==> src/stftm_pkg.sv <==
// ----------------------------------------------------------------------------
// stftm_pkg: shared types, constants and twiddle tables
// Widths, register map, cell and sequencer codes, and the Q30 cos/sin tables
// used by the short-time magnitude spectrum block.
// ----------------------------------------------------------------------------
package stftm_pkg;

    localparam int FFT_SIZE  = 64;
    localparam int IDX_W     = $clog2(FFT_SIZE);
    localparam int NBINS     = FFT_SIZE / 2 + 1;

    localparam int CH_W      = 3;
    localparam int WL_W      = 7;
    localparam int HOP_W     = 13;
    localparam int SKIP_W    = 12;
    localparam int SAMPLE_W  = 16;
    localparam int BIN_W     = 6;
    localparam int MAG_W     = 21;
    localparam int ADDR_W    = 4;
    localparam int DATA_W    = 32;

    localparam int TW_W      = 32;
    localparam int PROD_W    = SAMPLE_W + TW_W;
    localparam int ACC_W     = PROD_W + IDX_W;
    localparam int RND_SHIFT = 22;
    localparam int MQ_W      = 30;
    localparam int SQ_W      = 2 * MQ_W;
    localparam int ROOT_W    = MQ_W;
    localparam int SQRT_ITERS = SQ_W / 2;
    localparam int CNT_W     = $clog2(SQRT_ITERS + 1);

    localparam logic [HOP_W-1:0] HOP_MAX = HOP_W'(4096);
    localparam logic [MAG_W-1:0] MAG_MAX = {MAG_W{1'b1}};

    localparam logic [1:0] REG_CHANNEL = 2'd0;
    localparam logic [1:0] REG_WINDOW  = 2'd1;
    localparam logic [1:0] REG_HOP     = 2'd2;

    typedef enum logic [1:0] {
        CELL_HOLD,
        CELL_LOAD,
        CELL_SHIFT
    } cell_op_t;

    typedef enum logic [3:0] {
        ST_IDLE,
        ST_MAC,
        ST_DRAIN,
        ST_ROUND,
        ST_SQUARE,
        ST_SUM,
        ST_SQRT,
        ST_OUT,
        ST_SLIDE
    } state_t;

    typedef logic signed [TW_W-1:0] tw_table_t [FFT_SIZE];

    // cos or sin of 2*pi*m/FFT_SIZE in Q30, octant reduction and Horner series
    function automatic logic signed [TW_W-1:0] twiddle(int m, bit want_sin);
        logic [63:0] q;
        logic [63:0] oct;
        logic [63:0] r;
        logic [63:0] a;
        logic [63:0] x;
        logic [63:0] x2;
        logic [63:0] t;
        logic [63:0] c;
        logic [63:0] s;
        logic [63:0] one;
        logic [63:0] pi4;
        logic signed [63:0] co;
        logic signed [63:0] si;
        one = 64'd1 << 30;
        pi4 = 64'd843314857;
        q   = 64'(8 * m);
        oct = (q / 64'(FFT_SIZE)) & 64'd7;
        r   = q - oct * 64'(FFT_SIZE);
        a   = oct[0] ? (64'(FFT_SIZE) - r) : r;
        x   = (a * pi4) / 64'(FFT_SIZE);
        x2  = (x * x) >> 30;

        t = one - x2 / 64'd56;
        t = one - ((x2 * t) >> 30) / 64'd30;
        t = one - ((x2 * t) >> 30) / 64'd12;
        c = one - ((x2 * t) >> 30) / 64'd2;

        t = one - x2 / 64'd72;
        t = one - ((x2 * t) >> 30) / 64'd42;
        t = one - ((x2 * t) >> 30) / 64'd20;
        t = one - ((x2 * t) >> 30) / 64'd6;
        s = (x * t) >> 30;

        case (oct[2:0])
            3'd0:    begin co =  $signed(c); si =  $signed(s); end
            3'd1:    begin co =  $signed(s); si =  $signed(c); end
            3'd2:    begin co = -$signed(s); si =  $signed(c); end
            3'd3:    begin co = -$signed(c); si =  $signed(s); end
            3'd4:    begin co = -$signed(c); si = -$signed(s); end
            3'd5:    begin co = -$signed(s); si = -$signed(c); end
            3'd6:    begin co =  $signed(s); si = -$signed(c); end
            default: begin co =  $signed(c); si = -$signed(s); end
        endcase
        return want_sin ? si[TW_W-1:0] : co[TW_W-1:0];
    endfunction

    function automatic tw_table_t build_table(bit want_sin);
        tw_table_t tab;
        for (int i = 0; i < FFT_SIZE; i++)
        begin
            tab[i] = twiddle(i, want_sin);
        end
        return tab;
    endfunction

    localparam tw_table_t COS_TABLE = build_table(1'b0);
    localparam tw_table_t SIN_TABLE = build_table(1'b1);

endpackage

==> src/stftm_cell.sv <==
// ----------------------------------------------------------------------------
// stftm_cell: one window sample cell
// Holds one sample; loads a new sample or takes its neighbor's sample.
// ----------------------------------------------------------------------------
module stftm_cell
(
    input  logic                                   clk,
    input  stftm_pkg::cell_op_t                    op,
    input  logic signed [stftm_pkg::SAMPLE_W-1:0]  load_data,
    input  logic signed [stftm_pkg::SAMPLE_W-1:0]  nb_data,
    output logic signed [stftm_pkg::SAMPLE_W-1:0]  value
);

    logic signed [stftm_pkg::SAMPLE_W-1:0] value_reg;
    logic signed [stftm_pkg::SAMPLE_W-1:0] value_next;

    always_comb
    begin
        unique case (op)
            stftm_pkg::CELL_LOAD:  value_next = load_data;
            stftm_pkg::CELL_SHIFT: value_next = nb_data;
            default:               value_next = value_reg;
        endcase
    end

    always_ff @(posedge clk)
    begin
        value_reg <= value_next;
    end

    assign value = value_reg;

endmodule

==> config.mk <==
export PLATFORM = sky130hd
export DESIGN_NAME = stftm_cell
export DESIGN_NICKNAME = d
export VERILOG_FILES = /design/src/stftm_pkg.sv /design/src/stftm_cell.sv
export SDC_FILE = /design/constraint.sdc
export NUM_CORES = 1
export LEC_CHECK = 0
export BUFFER_PORTS_ARGS = -buffer_cell sky130_fd_sc_hd__buf_2
export CORE_MARGIN = 2
export CORE_UTILIZATION = 36
export CTS_CLUSTER_SIZE = 30
export DETAILED_ROUTE_END_ITERATION = 8
export PLACE_DENSITY_LB_ADDON = 0.1
export SYNTH_ARGS = -nofsm -noshare
export SYNTH_HDL_FRONTEND = slang
export SYNTH_SLANG_ARGS = --single-unit
==> constraint.sdc <==
create_clock -name clk -period 1.15 [get_ports clk]
set_input_delay 0.115 -clock clk [delete_from_list [all_inputs] [get_ports clk]]
set_output_delay 0.115 -clock clk [all_outputs]
set_load 0.005 [all_outputs]
==> flow_summary.html <==
<table>
<tr><th>Metric</th><th>Value</th></tr>
<tr><th colspan="2">Worst setup path</th></tr>
<tr><td>Critical path endpoint category</td><td>flip-flop</td></tr>
<tr><td>Critical path peak fanout</td><td>10</td></tr>
<tr><td>Worst path required time</td><td>1.18 ns</td></tr>
<tr><td>Data arrival time of the critical path</td><td>0.95 ns</td></tr>
<tr><td>Worst Path Class, Setup</td><td>in -&gt; reg</td></tr>
<tr><td>Startpoint Class</td><td>input pin</td></tr>
<tr><th colspan="2">Layout</th></tr>
<tr><td>Growth of design area from synthesis to finish</td><td>41.9%</td></tr>
<tr><td>Share of layout cells above drive strength 1</td><td>78.3%</td></tr>
<tr><td>Sequential cell area</td><td>480 sq um</td></tr>
<tr><td>Area of the multi-input gates</td><td>230 sq um</td></tr>
<tr><td>Commonest non-fill, non-tap cells in the layout</td><td>50 x buf_2, 16 x edfxtp_1, 10 x mux2_4</td></tr>
<tr><td>Diode insertion count for antenna repair</td><td>0</td></tr>
<tr><td>Leading cell type in the layout, fill and taps excluded</td><td>buf_2</td></tr>
<tr><td>Number of filler cells placed in the layout</td><td>202</td></tr>
<tr><td>Nets</td><td>129</td></tr>
<tr><td>Flip-flop count of the largest register after layout</td><td>16</td></tr>
<tr><th colspan="2">Timing</th></tr>
<tr><td>Total Negative Setup Slacks</td><td>0 ns</td></tr>
<tr><td>Unrepaired setup endpoints after global routing</td><td>no</td></tr>
<tr><td>Final slew viol count</td><td>0</td></tr>
<tr><td>Worst Max-Slew Pin Slew</td><td>0.186 ns</td></tr>
<tr><td>Setup slack after layout</td><td>0.224 ns</td></tr>
<tr><td>Post-route fraction of the period consumed by the critical path</td><td>80.5%</td></tr>
<tr><td>Final Hold Violating Endpoints</td><td>0</td></tr>
<tr><td>Fmax achieved</td><td>1080 MHz</td></tr>
<tr><td>Final min period</td><td>0.926 ns</td></tr>
<tr><td>Final number of setup-violating endpoints</td><td>0</td></tr>
<tr><td>Max-slew headroom at the worst pin</td><td>87.6%</td></tr>
<tr><th colspan="2">Detailed routing</th></tr>
<tr><td>Overall via count from detail_route</td><td>503</td></tr>
<tr><td>DRT met1 WL</td><td>430 um</td></tr>
<tr><td>Met2 WL post-DR</td><td>715 um</td></tr>
<tr><td>Metal3 WL</td><td>90 um</td></tr>
<tr><td>Via density</td><td>4.23</td></tr>
<tr><td>DRC violation total after the first TritonRoute iteration</td><td>10</td></tr>
<tr><td>Iteration count of the initial detailed-routing pass</td><td>2</td></tr>
<tr><td>Remaining number of nets flagged by the antenna check after routing</td><td>0</td></tr>
<tr><td>DRC violations left</td><td>0</td></tr>
<tr><td>Uppermost routed layer</td><td>met3</td></tr>
<tr><td>Sum of routed wire length over all layers</td><td>1240 um</td></tr>
<tr><td>Routed len/inst</td><td>10.4 um</td></tr>
<tr><th colspan="2">Power</th></tr>
<tr><td>Post-layout power</td><td>1.30 mW</td></tr>
<tr><td>Cell area power density</td><td>1220 nW/um^2</td></tr>
<tr><td>Maximum resistive drop on vdd</td><td>952 uV</td></tr>
<tr><td>Leak pwr</td><td>0.504 nW</td></tr>
<tr><th colspan="2">Global routing</th></tr>
<tr><td>Vias in the first global route</td><td>525</td></tr>
<tr><td>First-pass GRT wire length</td><td>2140 um</td></tr>
<tr><td>Antenna violations before repair</td><td>0</td></tr>
<tr><td>Pin count of the biggest net entering global routing</td><td>17</td></tr>
<tr><td>Overall track demand over capacity in global routing</td><td>11.6%</td></tr>
<tr><td>Grt ovf</td><td>0</td></tr>
<tr><th colspan="2">Logic synthesis</th></tr>
<tr><td>Leading area contributor after synthesis</td><td>edfxtp_1</td></tr>
<tr><td>Count of distinct cell types in the synthesized netlist</td><td>7</td></tr>
<tr><td>Area share of the largest cell type after synthesis</td><td>64.1%</td></tr>
<tr><td>Synth top area cells</td><td>edfxtp_1 64%, mux2_4 20%, mux2_2 9.0%</td></tr>
<tr><td>Total of flip-flops plus latches after synthesis</td><td>16</td></tr>
<tr><td>Netlist Area Pre-Place</td><td>749 sq um</td></tr>
<tr><td>Gate count of the mapped netlist</td><td>37</td></tr>
<tr><td>Yosys warning total</td><td>0</td></tr>
<tr><td>Syn avg cell area</td><td>20.3 sq um</td></tr>
<tr><td>Share of the yosys chip area belonging to registers</td><td>64.1%</td></tr>
<tr><td>Synth Net Count</td><td>73</td></tr>
<tr><th colspan="2">CTS</th></tr>
<tr><td>Worst-path clk slew</td><td>0.08 ns</td></tr>
<tr><td>Total number of clock tree sinks</td><td>16</td></tr>
<tr><td>Post-CTS sizing</td><td>0</td></tr>
<tr><td>Total CTS buffers</td><td>3</td></tr>
<tr><td>Root buffer selected by CTS</td><td>clkbuf_4</td></tr>
<tr><td>CTS H-Tree Depth</td><td>1</td></tr>
<tr><td>CTS tree</td><td>built</td></tr>
<tr><td># Post-CTS Setup Buffers</td><td>0</td></tr>
<tr><td>Max Buffers Root-to-Sink</td><td>2</td></tr>
<tr><td>Hold bufs inserted after CTS</td><td>0</td></tr>
<tr><th colspan="2">Die</th></tr>
<tr><td>Number of rows created at floorplan</td><td>16</td></tr>
<tr><td>Vertical die dimension</td><td>49.6 um</td></tr>
<tr><td>I/O pin cnt</td><td>51</td></tr>
<tr><td>Die footprint</td><td>2460 sq um</td></tr>
<tr><td>Placeable core region</td><td>1960 sq um</td></tr>
<tr><td>Initial core utilization</td><td>38.2%</td></tr>
<tr><td>DIE WIDTH</td><td>49.6 um</td></tr>
<tr><th colspan="2">Hold path</th></tr>
<tr><td>Worst hold-check path type</td><td>in -&gt; reg</td></tr>
<tr><th colspan="2">Flow run</th></tr>
<tr><td>Max-capacitance violation count</td><td>0</td></tr>
<tr><th colspan="2">Placement</th></tr>
<tr><td>Buffers added on ports</td><td>50</td></tr>
<tr><td>Pre-CTS worst setup slack</td><td>-0.0752 ns</td></tr>
<tr><td>HPWL after detailed placement</td><td>1040 um</td></tr>
<tr><td>Routability-driven placement congestion ratio</td><td>0.667</td></tr>
<tr><th colspan="2">Outcome</th></tr>
<tr><td>Outcome</td><td>complete, no violations</td></tr>
</table>
-- area by class of cell --
cell class	instances	area share, %
Clock inverter	1	0.353
Sequential cell	16	45.2
Tap cell	27	3.18
Inverter	2	0.706
Clock buffer	3	2.12
Multi-Input combinational cell	17	21.6
Timing Repair Buffer	53	26.8
-- metrics by stage --
step,hold WS [ns],cells,util [%],instance area [sq um]
2_1_floorplan,0.332,37,-,749
3_3_place_gp,0.416,115,52.9,1040
4_1_cts,0.124,119,54.2,1060
5_1_grt,0.121,119,54.2,1060
3_5_place_dp,0.419,115,52.9,1040
6_report,0.136,119,54.2,1060
-- cells in the mapped netlist --
master    number
mux2_4        10
buf_6          1
mux2_2         6
inv_1          2
buf_12         1
edfxtp_1      16
ha_1           1
-- per-layer routing --
metal / vias up / GRT usage (%)
met4: 0 / 1.39
met1: 230 / 11.5
met2: 23 / 22.7
met5: - / 0
met3: 0 / 4.55
li1: 250 / -
-- worst max-delay path, cell delays in order --
cell	delay, ns
buf_2	0.09
inv_1	0.04
ha_1	0.16
buf_4	0.23
mux2_4	0.32
-- logic make-up after synthesis --
| kind of cell | count (synthesis) | synth area share [%] |
|---|---|---|
| adder cells (fa/ha/maj) | 1 | 1.67 |
| buffers and inverters | 4 | 5.18 |
| flip-flops | 16 | 64.1 |
| multiplexers | 16 | 29.0 |
-- final timing paths --
kind / start / endpoint / slack (ns) / cells after the start
max: op[0] / value[9] / 0.22 / 5
min: nb_data[4] / value[4] / 0.14 / 2
-- power breakdown --
| group | switching, mW | internal [mW] |
|---|---|---|
| sequential | 0.0178 | 0.740 |
| clock | 0.152 | 0.126 |
| combinational | 0.100 | 0.167 |
(Power assumes the default switching activity.)
