File: config.mk
export PLATFORM = sky130hd
export DESIGN_NAME = stftm_isqrt
export DESIGN_NICKNAME = d
export VERILOG_FILES = /design/src/stftm_pkg.sv /design/src/stftm_isqrt.sv
export SDC_FILE = /design/constraint.sdc
export NUM_CORES = 1
export LEC_CHECK = 0
export ABC_AREA = 1
export BUFFER_PORTS_ARGS = -buffer_cell sky130_fd_sc_hd__buf_4
export CORE_MARGIN = 4
export CORE_UTILIZATION = 45
export CTS_CLUSTER_SIZE = 30
export DETAILED_ROUTE_END_ITERATION = 8
export PLACE_DENSITY = 0.66
export SLEW_MARGIN = 20
export SYNTH_ARGS = -nofsm -noshare
export SYNTH_HDL_FRONTEND = slang
export SYNTH_SLANG_ARGS = --single-unit
File: constraint.sdc
create_clock -name clk -period 9.9 [get_ports clk]
set_input_delay 1.98 -clock clk [delete_from_list [all_inputs] [get_ports clk]]
set_output_delay 1.98 -clock clk [all_outputs]
set_load 0.05 [all_outputs]
File: src/stftm_pkg.sv
// ----------------------------------------------------------------------------
// stftm_pkg: shared types, constants and twiddle tables
// Widths, register map, cell and sequencer codes, and the Q30 cos/sin tables
// used by the short-time magnitude spectrum block.
// ----------------------------------------------------------------------------
package stftm_pkg;

    localparam int FFT_SIZE  = 64;
    localparam int IDX_W     = $clog2(FFT_SIZE);
    localparam int NBINS     = FFT_SIZE / 2 + 1;

    localparam int CH_W      = 3;
    localparam int WL_W      = 7;
    localparam int HOP_W     = 13;
    localparam int SKIP_W    = 12;
    localparam int SAMPLE_W  = 16;
    localparam int BIN_W     = 6;
    localparam int MAG_W     = 21;
    localparam int ADDR_W    = 4;
    localparam int DATA_W    = 32;

    localparam int TW_W      = 32;
    localparam int PROD_W    = SAMPLE_W + TW_W;
    localparam int ACC_W     = PROD_W + IDX_W;
    localparam int RND_SHIFT = 22;
    localparam int MQ_W      = 30;
    localparam int SQ_W      = 2 * MQ_W;
    localparam int ROOT_W    = MQ_W;
    localparam int SQRT_ITERS = SQ_W / 2;
    localparam int CNT_W     = $clog2(SQRT_ITERS + 1);

    localparam logic [HOP_W-1:0] HOP_MAX = HOP_W'(4096);
    localparam logic [MAG_W-1:0] MAG_MAX = {MAG_W{1'b1}};

    localparam logic [1:0] REG_CHANNEL = 2'd0;
    localparam logic [1:0] REG_WINDOW  = 2'd1;
    localparam logic [1:0] REG_HOP     = 2'd2;

    typedef enum logic [1:0] {
        CELL_HOLD,
        CELL_LOAD,
        CELL_SHIFT
    } cell_op_t;

    typedef enum logic [3:0] {
        ST_IDLE,
        ST_MAC,
        ST_DRAIN,
        ST_ROUND,
        ST_SQUARE,
        ST_SUM,
        ST_SQRT,
        ST_OUT,
        ST_SLIDE
    } state_t;

    typedef logic signed [TW_W-1:0] tw_table_t [FFT_SIZE];

    // cos or sin of 2*pi*m/FFT_SIZE in Q30, octant reduction and Horner series
    function automatic logic signed [TW_W-1:0] twiddle(int m, bit want_sin);
        logic [63:0] q;
        logic [63:0] oct;
        logic [63:0] r;
        logic [63:0] a;
        logic [63:0] x;
        logic [63:0] x2;
        logic [63:0] t;
        logic [63:0] c;
        logic [63:0] s;
        logic [63:0] one;
        logic [63:0] pi4;
        logic signed [63:0] co;
        logic signed [63:0] si;
        one = 64'd1 << 30;
        pi4 = 64'd843314857;
        q   = 64'(8 * m);
        oct = (q / 64'(FFT_SIZE)) & 64'd7;
        r   = q - oct * 64'(FFT_SIZE);
        a   = oct[0] ? (64'(FFT_SIZE) - r) : r;
        x   = (a * pi4) / 64'(FFT_SIZE);
        x2  = (x * x) >> 30;

        t = one - x2 / 64'd56;
        t = one - ((x2 * t) >> 30) / 64'd30;
        t = one - ((x2 * t) >> 30) / 64'd12;
        c = one - ((x2 * t) >> 30) / 64'd2;

        t = one - x2 / 64'd72;
        t = one - ((x2 * t) >> 30) / 64'd42;
        t = one - ((x2 * t) >> 30) / 64'd20;
        t = one - ((x2 * t) >> 30) / 64'd6;
        s = (x * t) >> 30;

        case (oct[2:0])
            3'd0:    begin co =  $signed(c); si =  $signed(s); end
            3'd1:    begin co =  $signed(s); si =  $signed(c); end
            3'd2:    begin co = -$signed(s); si =  $signed(c); end
            3'd3:    begin co = -$signed(c); si =  $signed(s); end
            3'd4:    begin co = -$signed(c); si = -$signed(s); end
            3'd5:    begin co = -$signed(s); si = -$signed(c); end
            3'd6:    begin co =  $signed(s); si = -$signed(c); end
            default: begin co =  $signed(c); si = -$signed(s); end
        endcase
        return want_sin ? si[TW_W-1:0] : co[TW_W-1:0];
    endfunction

    function automatic tw_table_t build_table(bit want_sin);
        tw_table_t tab;
        for (int i = 0; i < FFT_SIZE; i++)
        begin
            tab[i] = twiddle(i, want_sin);
        end
        return tab;
    endfunction

    localparam tw_table_t COS_TABLE = build_table(1'b0);
    localparam tw_table_t SIN_TABLE = build_table(1'b1);

endpackage

File: src/stftm_isqrt.sv
// ----------------------------------------------------------------------------
// stftm_isqrt: iterative integer square root
// Floor square root, one result bit per cycle.
// ----------------------------------------------------------------------------
module stftm_isqrt
(
    input  logic                              clk,
    input  logic                              rst_n,
    input  logic                              start,
    input  logic [stftm_pkg::SQ_W-1:0]        value,
    output logic                              done,
    output logic [stftm_pkg::ROOT_W-1:0]      root
);

    logic [stftm_pkg::SQ_W-1:0]  v_reg,   v_next;
    logic [stftm_pkg::SQ_W-1:0]  res_reg, res_next;
    logic [stftm_pkg::SQ_W-1:0]  bit_reg, bit_next;
    logic [stftm_pkg::CNT_W-1:0] cnt_reg, cnt_next;
    logic                        busy_reg, busy_next;
    logic                        done_reg, done_next;
    logic [stftm_pkg::SQ_W-1:0]  trial;

    always_comb
    begin
        v_next    = v_reg;
        res_next  = res_reg;
        bit_next  = bit_reg;
        cnt_next  = cnt_reg;
        busy_next = busy_reg;
        done_next = 1'b0;
        trial     = res_reg + bit_reg;
        if (start)
        begin
            v_next    = value;
            res_next  = '0;
            bit_next  = stftm_pkg::SQ_W'(1) << (stftm_pkg::SQ_W - 2);
            cnt_next  = stftm_pkg::CNT_W'(stftm_pkg::SQRT_ITERS);
            busy_next = 1'b1;
        end
        else if (busy_reg)
        begin
            if (v_reg >= trial)
            begin
                v_next   = v_reg - trial;
                res_next = (res_reg >> 1) + bit_reg;
            end
            else
            begin
                res_next = res_reg >> 1;
            end
            bit_next = bit_reg >> 2;
            cnt_next = cnt_reg - 1'b1;
            if (cnt_reg == stftm_pkg::CNT_W'(1))
            begin
                busy_next = 1'b0;
                done_next = 1'b1;
            end
        end
    end

    always_ff @(posedge clk or negedge rst_n)
    begin
        if (!rst_n)
        begin
            busy_reg <= 1'b0;
            done_reg <= 1'b0;
            cnt_reg  <= '0;
        end
        else
        begin
            busy_reg <= busy_next;
            done_reg <= done_next;
            cnt_reg  <= cnt_next;
        end
    end

    always_ff @(posedge clk)
    begin
        v_reg   <= v_next;
        res_reg <= res_next;
        bit_reg <= bit_next;
    end

    assign done = done_reg;
    assign root = res_reg[stftm_pkg::ROOT_W-1:0];

endmodule

==> impl.org, run 1 <==
** Pwr
- Of the total power, registers draw 21.4%.
- Total power of the final layout :: 5620 µW
- The analysis attributes to net switching a power of 3130 µW.
- Power density normalized to cell area :: 278 nW/µm²
- In this run the static leakage power is 0.00982 µW.
- Internal power :: 2490 µW
- IR analysis of the VDD net gives a maximum drop of 0.177 mV.
- Combinational cells account for 66.6% of the total power.
- The clock network burns 11.9% of the power.
- In this run switching power makes up 55.6% of total power.

** Floorplan
- Die W :: 212 µm
- Placeable core region :: 41000 µm²
- For this configuration, the core starts out at a cell density of 45.8%.
- Die Y :: 212 µm
- The floorplan step defined a die boundary enclosing 45100 µm².
- Cell Rows :: 74
- In this run the count of I/O pins placed on the die edge is 94.

** Routing
- The detail route stage leaves a number of antenna-violating nets equal to 0.
- WL final :: 76.8 mm
- DRC violation count after routing :: 0
- Post-DR wirelength/cell :: 19.8 µm
- The routed layout has 21700 vias.
- Using the TritonRoute via totals, the vias-per-cell ratio works out to 5.60.
- For this run, the detailed router's first-pass iteration total came to 6.
- In this run, the number of DRC markers left after iteration 0 of detailed routing was 2005.

** Placement
- The wire-length estimate of the detail-placed layout is 62.1 mm.
- Placed cell count :: 3839
- Worst-case setup slack after placement :: 3.88 ns
- Buffers placed on the I/O ports in this run total 93.
- Routability cong. :: 1.08
- Placed Area :: 19700 µm²

** Yosys
- The synthesized design contains 157 register bits.
- EDFF count, synth :: 60
- The netlist uses 45 different library cells.
- Dividing the synthesized area by the synthesized cell count gives 5.69 µm².
- For this run, the number of Yosys warnings is 0.
- The number of nets in the synthesized netlist is 3492.
- After synthesis the cells add up to 18800 µm².
- Most common flop cell mapped by yosys :: sky130_fd_sc_hd__dfxtp_1
- Sequential elements use 20.1% of the synthesized area.
- Synth Instances :: 3304
- Ys async rst share :: 4.46%

** Status
- The flow ran to the end, and the final reports show no timing, DRC or antenna violations.

** Job
- Across the run, the number of max-cap violations was 0.

** Layout
- Antenna Cells :: 0
- Final cell count without fillers :: 3870
- In the final layout, the share of cells above drive strength 1 is 5.12%.
- The finished cells cover 20200 µm².
- NumNets Final :: 3514
- Compared with the post-synthesis result, the final layout area differs by 7.74%.

** Setup path
- Data arrival time of the critical path :: 6.56 ns
- Required @ worst endpoint :: 10.30 ns
- Cells on worst reg2reg path :: 22
- Worst reg2reg path startpoint :: res_reg[10]$_SDFFE_PP0P_
- The setup check on the worst reg-to-reg path leaves a slack of 3.74 ns.
- Along the worst path, the maximum fanout reaches 55.
- The worst setup path is launched from a flop.
- The setup path with the least slack is of type flop to flop.
- STA classifies the critical path endpoint as a flop.
- In this run the critical register-to-register path is captured at res_reg[38]$_SDFFE_PP0P_.

** Clock tree
- Clock tree from TritonCTS :: yes
- The later pin in the worst-skew pair is clocked with a latency of 0.51 ns.
- Count of buffers added by post-CTS timing repair for setup :: 0
- Cts bufs inserted :: 17
- Number of levels in the clock H-tree :: 4
- Register clock-pin slew on the reported worst setup and hold paths :: 0.07 ns
- Resized Gates After CTS :: 0
- The tree is rooted in a sky130_fd_sc_hd__clkbuf_16.
- The tree built by TritonCTS fans out to 157 sinks.
- The longest clock path from root to sink contains 2 buffers.
- CTS Hold Bufs :: 0

** Timing
- Measured against its own limit, the worst slew margin works out to 27.2%.
- Number of max-slew violations in the final report :: 0
- Highest clock frequency the design can meet :: 0.162 GHz
- The number of hold violations in the final report is 0.
- TNS Setup :: 0 ns
- Across the routed clock network, the largest skew measured is 0.0189 ns.
- Setup violations remaining at the end of the flow were counted as 0.
- Final clock period utilization by the worst path :: 62.2%
- The routed design could run at a clock period as short as 6.16 ns.
- At the pin with the least slew margin, the transition time is 1.09 ns.
- Setup WS post-layout :: 3.74 ns
- RSZ-0062 raised after global routing :: no

** Worst hold path
- The worst hold path begins at cnt_reg[4]$_DFFE_PN0P_.
- Hold Path Stages :: 1
- Worst Hold Class :: flop to flop
- Worst hold path endpoint :: cnt_reg[4]$_DFFE_PN0P_

** Global routing
- The number of antenna violations at the first check in global routing was 0.
- Entering global routing, the biggest net connects 82 pins.
- Global-route usage over all layers :: 33.7%
- The via count of the first global-routing pass was 20900.
- Overflow after GRT :: 0
- The first global-routing pass estimated 116 mm of wire.
==> synthesized netlist by cell type (2+ instances only) <==
cell / n / area share, %
sky130_fd_sc_hd__and2_1: 3 / 0.10
sky130_fd_sc_hd__and3_1: 2 / 0.067
sky130_fd_sc_hd__o21bai_1: 23 / 0.92
sky130_fd_sc_hd__buf_6: 5 / 0.30
sky130_fd_sc_hd__nand3_1: 315 / 8.4
sky130_fd_sc_hd__a21boi_0: 3 / 0.12
sky130_fd_sc_hd__nor2_1: 296 / 5.9
sky130_fd_sc_hd__o21a_1: 5 / 0.20
sky130_fd_sc_hd__nand4_1: 43 / 1.4
sky130_fd_sc_hd__buf_1: 9 / 0.18
sky130_fd_sc_hd__nand2_2: 3 / 0.10
sky130_fd_sc_hd__nand2_1: 1117 / 22
sky130_fd_sc_hd__o21ai_1: 9 / 0.24
sky130_fd_sc_hd__o21ai_0: 160 / 4.3
sky130_fd_sc_hd__edfxtp_1: 60 / 9.6
sky130_fd_sc_hd__or2_2: 7 / 0.23
sky130_fd_sc_hd__ha_1: 124 / 8.3
sky130_fd_sc_hd__nor2_2: 10 / 0.33
sky130_fd_sc_hd__o211ai_1: 2 / 0.080
sky130_fd_sc_hd__inv_1: 521 / 10
sky130_fd_sc_hd__inv_2: 10 / 0.20
sky130_fd_sc_hd__o22ai_1: 29 / 0.97
sky130_fd_sc_hd__dfxtp_1: 90 / 9.6
sky130_fd_sc_hd__a21o_1: 9 / 0.36
sky130_fd_sc_hd__nor3_1: 30 / 0.80
sky130_fd_sc_hd__nor4_1: 10 / 0.33
sky130_fd_sc_hd__xnor2_1: 45 / 2.1
sky130_fd_sc_hd__a21oi_1: 180 / 4.8
sky130_fd_sc_hd__buf_2: 19 / 0.51
sky130_fd_sc_hd__buf_4: 30 / 1.2
sky130_fd_sc_hd__nand3b_1: 24 / 0.96
sky130_fd_sc_hd__a22oi_1: 3 / 0.12
sky130_fd_sc_hd__dfrtp_1: 7 / 0.93
sky130_fd_sc_hd__a31oi_1: 5 / 0.17
sky130_fd_sc_hd__xor2_1: 51 / 2.4
sky130_fd_sc_hd__clkbuf_1: 36 / 0.72
==> placed cells by master (no fill, tap or decap), drive strengths merged, types with 19 or more instances in the layout <==
master / instances
a21oi: 181
nand3: 316
o21bai: 23
xor2: 51
nand3b: 24
inv: 538
nand4: 43
o21ai: 169
o22ai: 29
clkbuf: 19
nor2: 307
nor3: 30
ha: 124
dfxtp: 90
xnor2: 45
nand2: 1121
edfxtp: 60
buf: 102
==> worst max path at each step <==
stage | start | to | cells past startpoint
6_report | res_reg[10]$_SDFFE_PP0P_ | res_reg[38]$_SDFFE_PP0P_ | 22
5_1_grt | res_reg[10]$_SDFFE_PP0P_ | res_reg[38]$_SDFFE_PP0P_ | 22
4_1_cts | res_reg[10]$_SDFFE_PP0P_ | v_reg[51]$_DFFE_PP_ | 19
3_5_place_dp | res_reg[10]$_SDFFE_PP0P_ | v_reg[51]$_DFFE_PP_ | 19
3_3_place_gp | res_reg[10]$_SDFFE_PP0P_ | v_reg[51]$_DFFE_PP_ | 19
2_1_floorplan | res_reg[6]$_SDFFE_PP0P_ | v_reg[0]$_DFFE_PP_ | 21
==> worst max-delay path: stages, from the launching register on <==
cell and delay (ns):
sky130_fd_sc_hd__dfxtp_1 0.58, sky130_fd_sc_hd__ha_1 0.29, sky130_fd_sc_hd__nand2_1 0.10, sky130_fd_sc_hd__o21ai_0 0.37, sky130_fd_sc_hd__nand2_1 0.17, sky130_fd_sc_hd__a21boi_0 0.23, sky130_fd_sc_hd__o21ai_0 0.60, sky130_fd_sc_hd__nand4_1 0.33
sky130_fd_sc_hd__nand4_1 0.16, sky130_fd_sc_hd__nand2_1 0.10, sky130_fd_sc_hd__ha_1 0.44, sky130_fd_sc_hd__nand2_1 0.14, sky130_fd_sc_hd__nor2_1 0.17, sky130_fd_sc_hd__inv_2 0.07, sky130_fd_sc_hd__nor2_2 0.13, sky130_fd_sc_hd__nand2_1 0.11
sky130_fd_sc_hd__nor2_1 0.19, sky130_fd_sc_hd__nand2_4 0.42, sky130_fd_sc_hd__nand2_2 0.41, sky130_fd_sc_hd__buf_4 0.57, sky130_fd_sc_hd__nand3_1 0.19, sky130_fd_sc_hd__nand3_1 0.11, sky130_fd_sc_hd__nand2_1 0.05
==> per-stage QoR <==
stage,utilization (%),hold slack [ns]
floorplan,-,0.457
global placement,48.0,0.483
finish,49.4,0.504
global route,49.4,0.548
detailed placement,48.0,0.503
CTS,49.4,0.510
==> power groups by stage <==
stage,clock (µW),combinational [µW],sequential [µW]
after floorplan,0,2790,1080
final,672,3740,1200
after detailed placement,0,3660,1210
after CTS,680,3680,1190
after global placement,0,3620,1200
after global routing,702,4150,1220
==> routing by layer <==
layer | global-route usage [%] | up-vias | wire length [µm]
met5 | 0 | - | 0
met4 | 17.0 | 0 | 4320
met3 | 4.99 | 223 | 5040
met2 | 57.1 | 971 | 35800
met1 | 41.6 | 9872 | 31600
li1 | - | 10600 | -
==> logic make-up after synthesis <==
kind of cell	Yosys count	share of synthesized area [%]
AO/OA/AOI/OAI	431	12.4
XOR/XNOR	96	4.47
adder cells (fa/ha/maj)	125	8.36
buffers and inverters	630	13.5
flip-flops	157	20.1
AND/OR/NAND/NOR	1865	41.2
==> layout make-up <==
| type | count | area (µm²) |
|---|---|---|
| fill | 4544 | 20800 |
| multi-input combinational | 2517 | 12500 |
| sequential | 157 | 3780 |
| inverter | 531 | 1990 |
| timing repair buffer | 102 | 766 |
| tap | 532 | 666 |
| clock buffer | 19 | 443 |
| clock inverter | 12 | 100 |
Note: power is estimated with default switching activity, not from simulation.
==> run 2: changes to the inputs <==
==> constraint.sdc (replaced) <==
create_clock -name clk -period 6.4 [get_ports clk]
set_input_delay 1.28 -clock clk [delete_from_list [all_inputs] [get_ports clk]]
set_output_delay 1.28 -clock clk [all_outputs]
set_load 0.05 [all_outputs]
==> impl.org, run 2 (synthesis gave the netlist of run 1 again) <==
** Status
- The flow ran to the end, and the final reports show no timing, DRC or antenna violations.

** Timing
- Setup violations remaining at the end of the flow were counted as 0.
- Highest clock frequency the design can meet :: 0.188 GHz
- Setup skew after layout :: 0.0139 ns
- Measured against its own limit, the worst slew margin works out to 38.0%.
- Setup WS post-layout :: 1.09 ns
- Final clock period utilization by the worst path :: 82.9%
- Number of max-slew violations in the final report :: 0
- Final hold violations :: 0
- Setup total negative slack on the finished layout was measured at 0 ns.
- RSZ-0062 raised after global routing :: no
- At the pin with the least slew margin, the transition time is 0.929 ns.
- The worst path in the final design needs a cycle of 5.31 ns, including I/O delays and setup.

** Placement
- Routability cong. :: 1.02
- Detailed placement HPWL :: 63.2 mm
- At the placement stage, the worst setup path has a slack of 1.12 ns.
- Input and output buffers added on the ports amount to 93.

** Clock tree
- Number of levels in the clock H-tree :: 4
- Clk_lat worst skew :: 0.51 ns
- CTS Hold Bufs :: 0
- Register clock-pin slew on the reported worst setup and hold paths :: 0.07 ns
- The number of gates resized after CTS was 0.
- The clock drives 157 sinks.
- CTS placed an instance of sky130_fd_sc_hd__clkbuf_16 at the clock tree root.
- CTS max path bufs :: 2
- Cts bufs inserted :: 17
- Clock tree from TritonCTS :: yes
- Count of buffers added by post-CTS timing repair for setup :: 0

** Floorplan
- Die Y :: 212 µm
- The floorplan has 74 rows.
- The floorplan step defined a die boundary enclosing 45100 µm².
- Number of top-level design ports :: 94
- Placeable core region :: 41000 µm²
- The initial utilization of the core area, before any placement, comes to 45.8%.
- Die W :: 212 µm

** Setup path
- Setup crit end kind :: flop
- Max Fanout on Critical Path :: 60
- For the worst setup path, the data arrival time is 5.46 ns.
- STA classifies the critical path startpoint as a flop.
- At the worst endpoint, the required time is 6.56 ns.
- The critical path in this run is classified as flop to flop.

** Layout
- Layout overhead on the synthesized area :: 8.11%
- In the final layout, the share of cells above drive strength 1 is 5.32%.
- In the final design database the tool counted 3520 nets.
- Leading cell type in the layout, fill and taps excluded :: sky130_fd_sc_hd__nand2_1
- In the layout the commonest cells are sky130_fd_sc_hd__nand2_1 (1117), sky130_fd_sc_hd__inv_1 (520), sky130_fd_sc_hd__nand3_1 (315).
- The repair_antennas step left the layout with diodes totalling 0.

** Pwr
- Leakage power :: 0.00987 µW
- In this run, the clock network consumes 11.7% of the power.
- Sequential cells burn 21.1% of the power.
- VDD sags by at most 0.389 mV.
- Switch Pwr :: 4870 µW
- Power density normalized to cell area :: 431 nW/µm²
- Cell internal power was estimated by the tool at 3890 µW.
- Of the total power, combinational logic draws 67.2%.
- Of the total power, the share spent switching nets is 55.5%.

** Routing
- Initial DRC Count :: 1942
- In the final routed layout, each cell accounts on average for 20.0 µm.
- Detailed-router iteration count before antenna repair :: 6
- Via count :: 21500
- For this run, design rule violations remaining after detail routing come to 0.
- Dividing the detail-routed via count by the number of cells gives 5.54.
- WL final :: 77.4 mm
- The detail route stage leaves a number of antenna-violating nets equal to 0.

** Global routing
- Global routing consumed, over all layers together, 34.0% of the routing resources.
- Wire length of the first global-routing pass :: 116 mm
- Vias in the first global route :: 20800
- The number of antenna violations at the first check in global routing came to 0.
- Summed over all layers, the global routing overflow is 0.
- Entering global routing, the biggest net connects 81 pins.

** Job
- The tool flagged a number of max-cap violations equal to 0.

** Worst hold path
- The path class of the tightest hold or removal check is flop to flop.
==> run 2: changes by cell type in the layout (fill, tap and decap cells not counted), sizes merged <==
| cell | change |
|---|---|
| buf | +6 |
| clkbuf | -1 |
| inv | +1 |
==> run 2: critical path, cell delays in order (launching register included) <==
cell,delay (ns)
sky130_fd_sc_hd__dfxtp_1,0.31
sky130_fd_sc_hd__buf_4,0.17
sky130_fd_sc_hd__ha_1,0.38
sky130_fd_sc_hd__nand2_1,0.11
sky130_fd_sc_hd__o21ai_0,0.40
sky130_fd_sc_hd__nand2_1,0.12
sky130_fd_sc_hd__o21ai_0,0.46
sky130_fd_sc_hd__a21oi_1,0.07
sky130_fd_sc_hd__o21ai_1,0.38
sky130_fd_sc_hd__a21oi_1,0.17
sky130_fd_sc_hd__xor2_1,0.20
sky130_fd_sc_hd__ha_1,0.40
sky130_fd_sc_hd__nand2_1,0.14
sky130_fd_sc_hd__nor2_2,0.16
sky130_fd_sc_hd__inv_2,0.07
sky130_fd_sc_hd__nor2_2,0.17
sky130_fd_sc_hd__nand2_1,0.08
sky130_fd_sc_hd__nor2_1,0.19
sky130_fd_sc_hd__nand2_4,0.26
sky130_fd_sc_hd__a31oi_4,0.28
sky130_fd_sc_hd__buf_12,0.33
==> run 2: area by class of cell <==
cell class                      count  area [µm²]
Sequential cell                   157        3780
Clock buffer                       18         439
Tap cell                          532         666
Timing Repair Buffer              108         836
Multi-Input combinational cell   2517       12500
Inverter                          531        1990
Clock inverter                     13         105
Fill cell                        4467       20700
==> run 2: final timing paths <==
path,from,to,slack (ns),cells after the start
worst max-delay path,res_reg[20]$_SDFFE_PP0P_,v_reg[58]$_DFFE_PP_,1.09,20
worst min-delay path,cnt_reg[4]$_DFFE_PN0P_,cnt_reg[4]$_DFFE_PN0P_,0.50,1
worst max register to register,res_reg[20]$_SDFFE_PP0P_,v_reg[58]$_DFFE_PP_,1.09,20
worst min register to register,cnt_reg[4]$_DFFE_PN0P_,cnt_reg[4]$_DFFE_PN0P_,0.50,1
max in group asynchronous,rst_n,cnt_reg[2]$_DFFE_PN0P_,5.71,1
min in group asynchronous,rst_n,busy_reg$_DFF_PN0_,0.58,1
==> run 2: power groups by stage <==
stage,Sequential [µW],Combinational [µW],Clock [µW]
2_1_floorplan,1660,4320,0
3_3_place_gp,1850,5700,0
3_5_place_dp,1850,5750,0
4_1_cts,1830,5780,1030
5_1_grt,1880,6520,1080
6_report,1850,5890,1030
==> run 2: metal layers <==
metal	part of all wire [%]	routed length (µm)	vias to the layer above	track usage, %
met2	47	36300	834	57.4
met3	6.1	4710	189	4.32
met5	0	0	-	0
li1	-	-	10600	-
met4	5.6	4370	0	17.6
met1	41	32100	9846	42.5
==> run 2: metrics by stage <==
step | hold slack [ns] | instance area (µm²) | cells | power (µW) | util, %
detailed placement | 0.486 | 19800 | 3845 | 7610 | 48.2
floorplan | 0.457 | 18800 | 3304 | 5980 | -
finish | 0.498 | 20300 | 3876 | 8760 | 49.5
CTS | 0.503 | 20300 | 3876 | 8650 | 49.5
global route | 0.539 | 20300 | 3876 | 9470 | 49.5
global placement | 0.480 | 19800 | 3845 | 7550 | 48.2
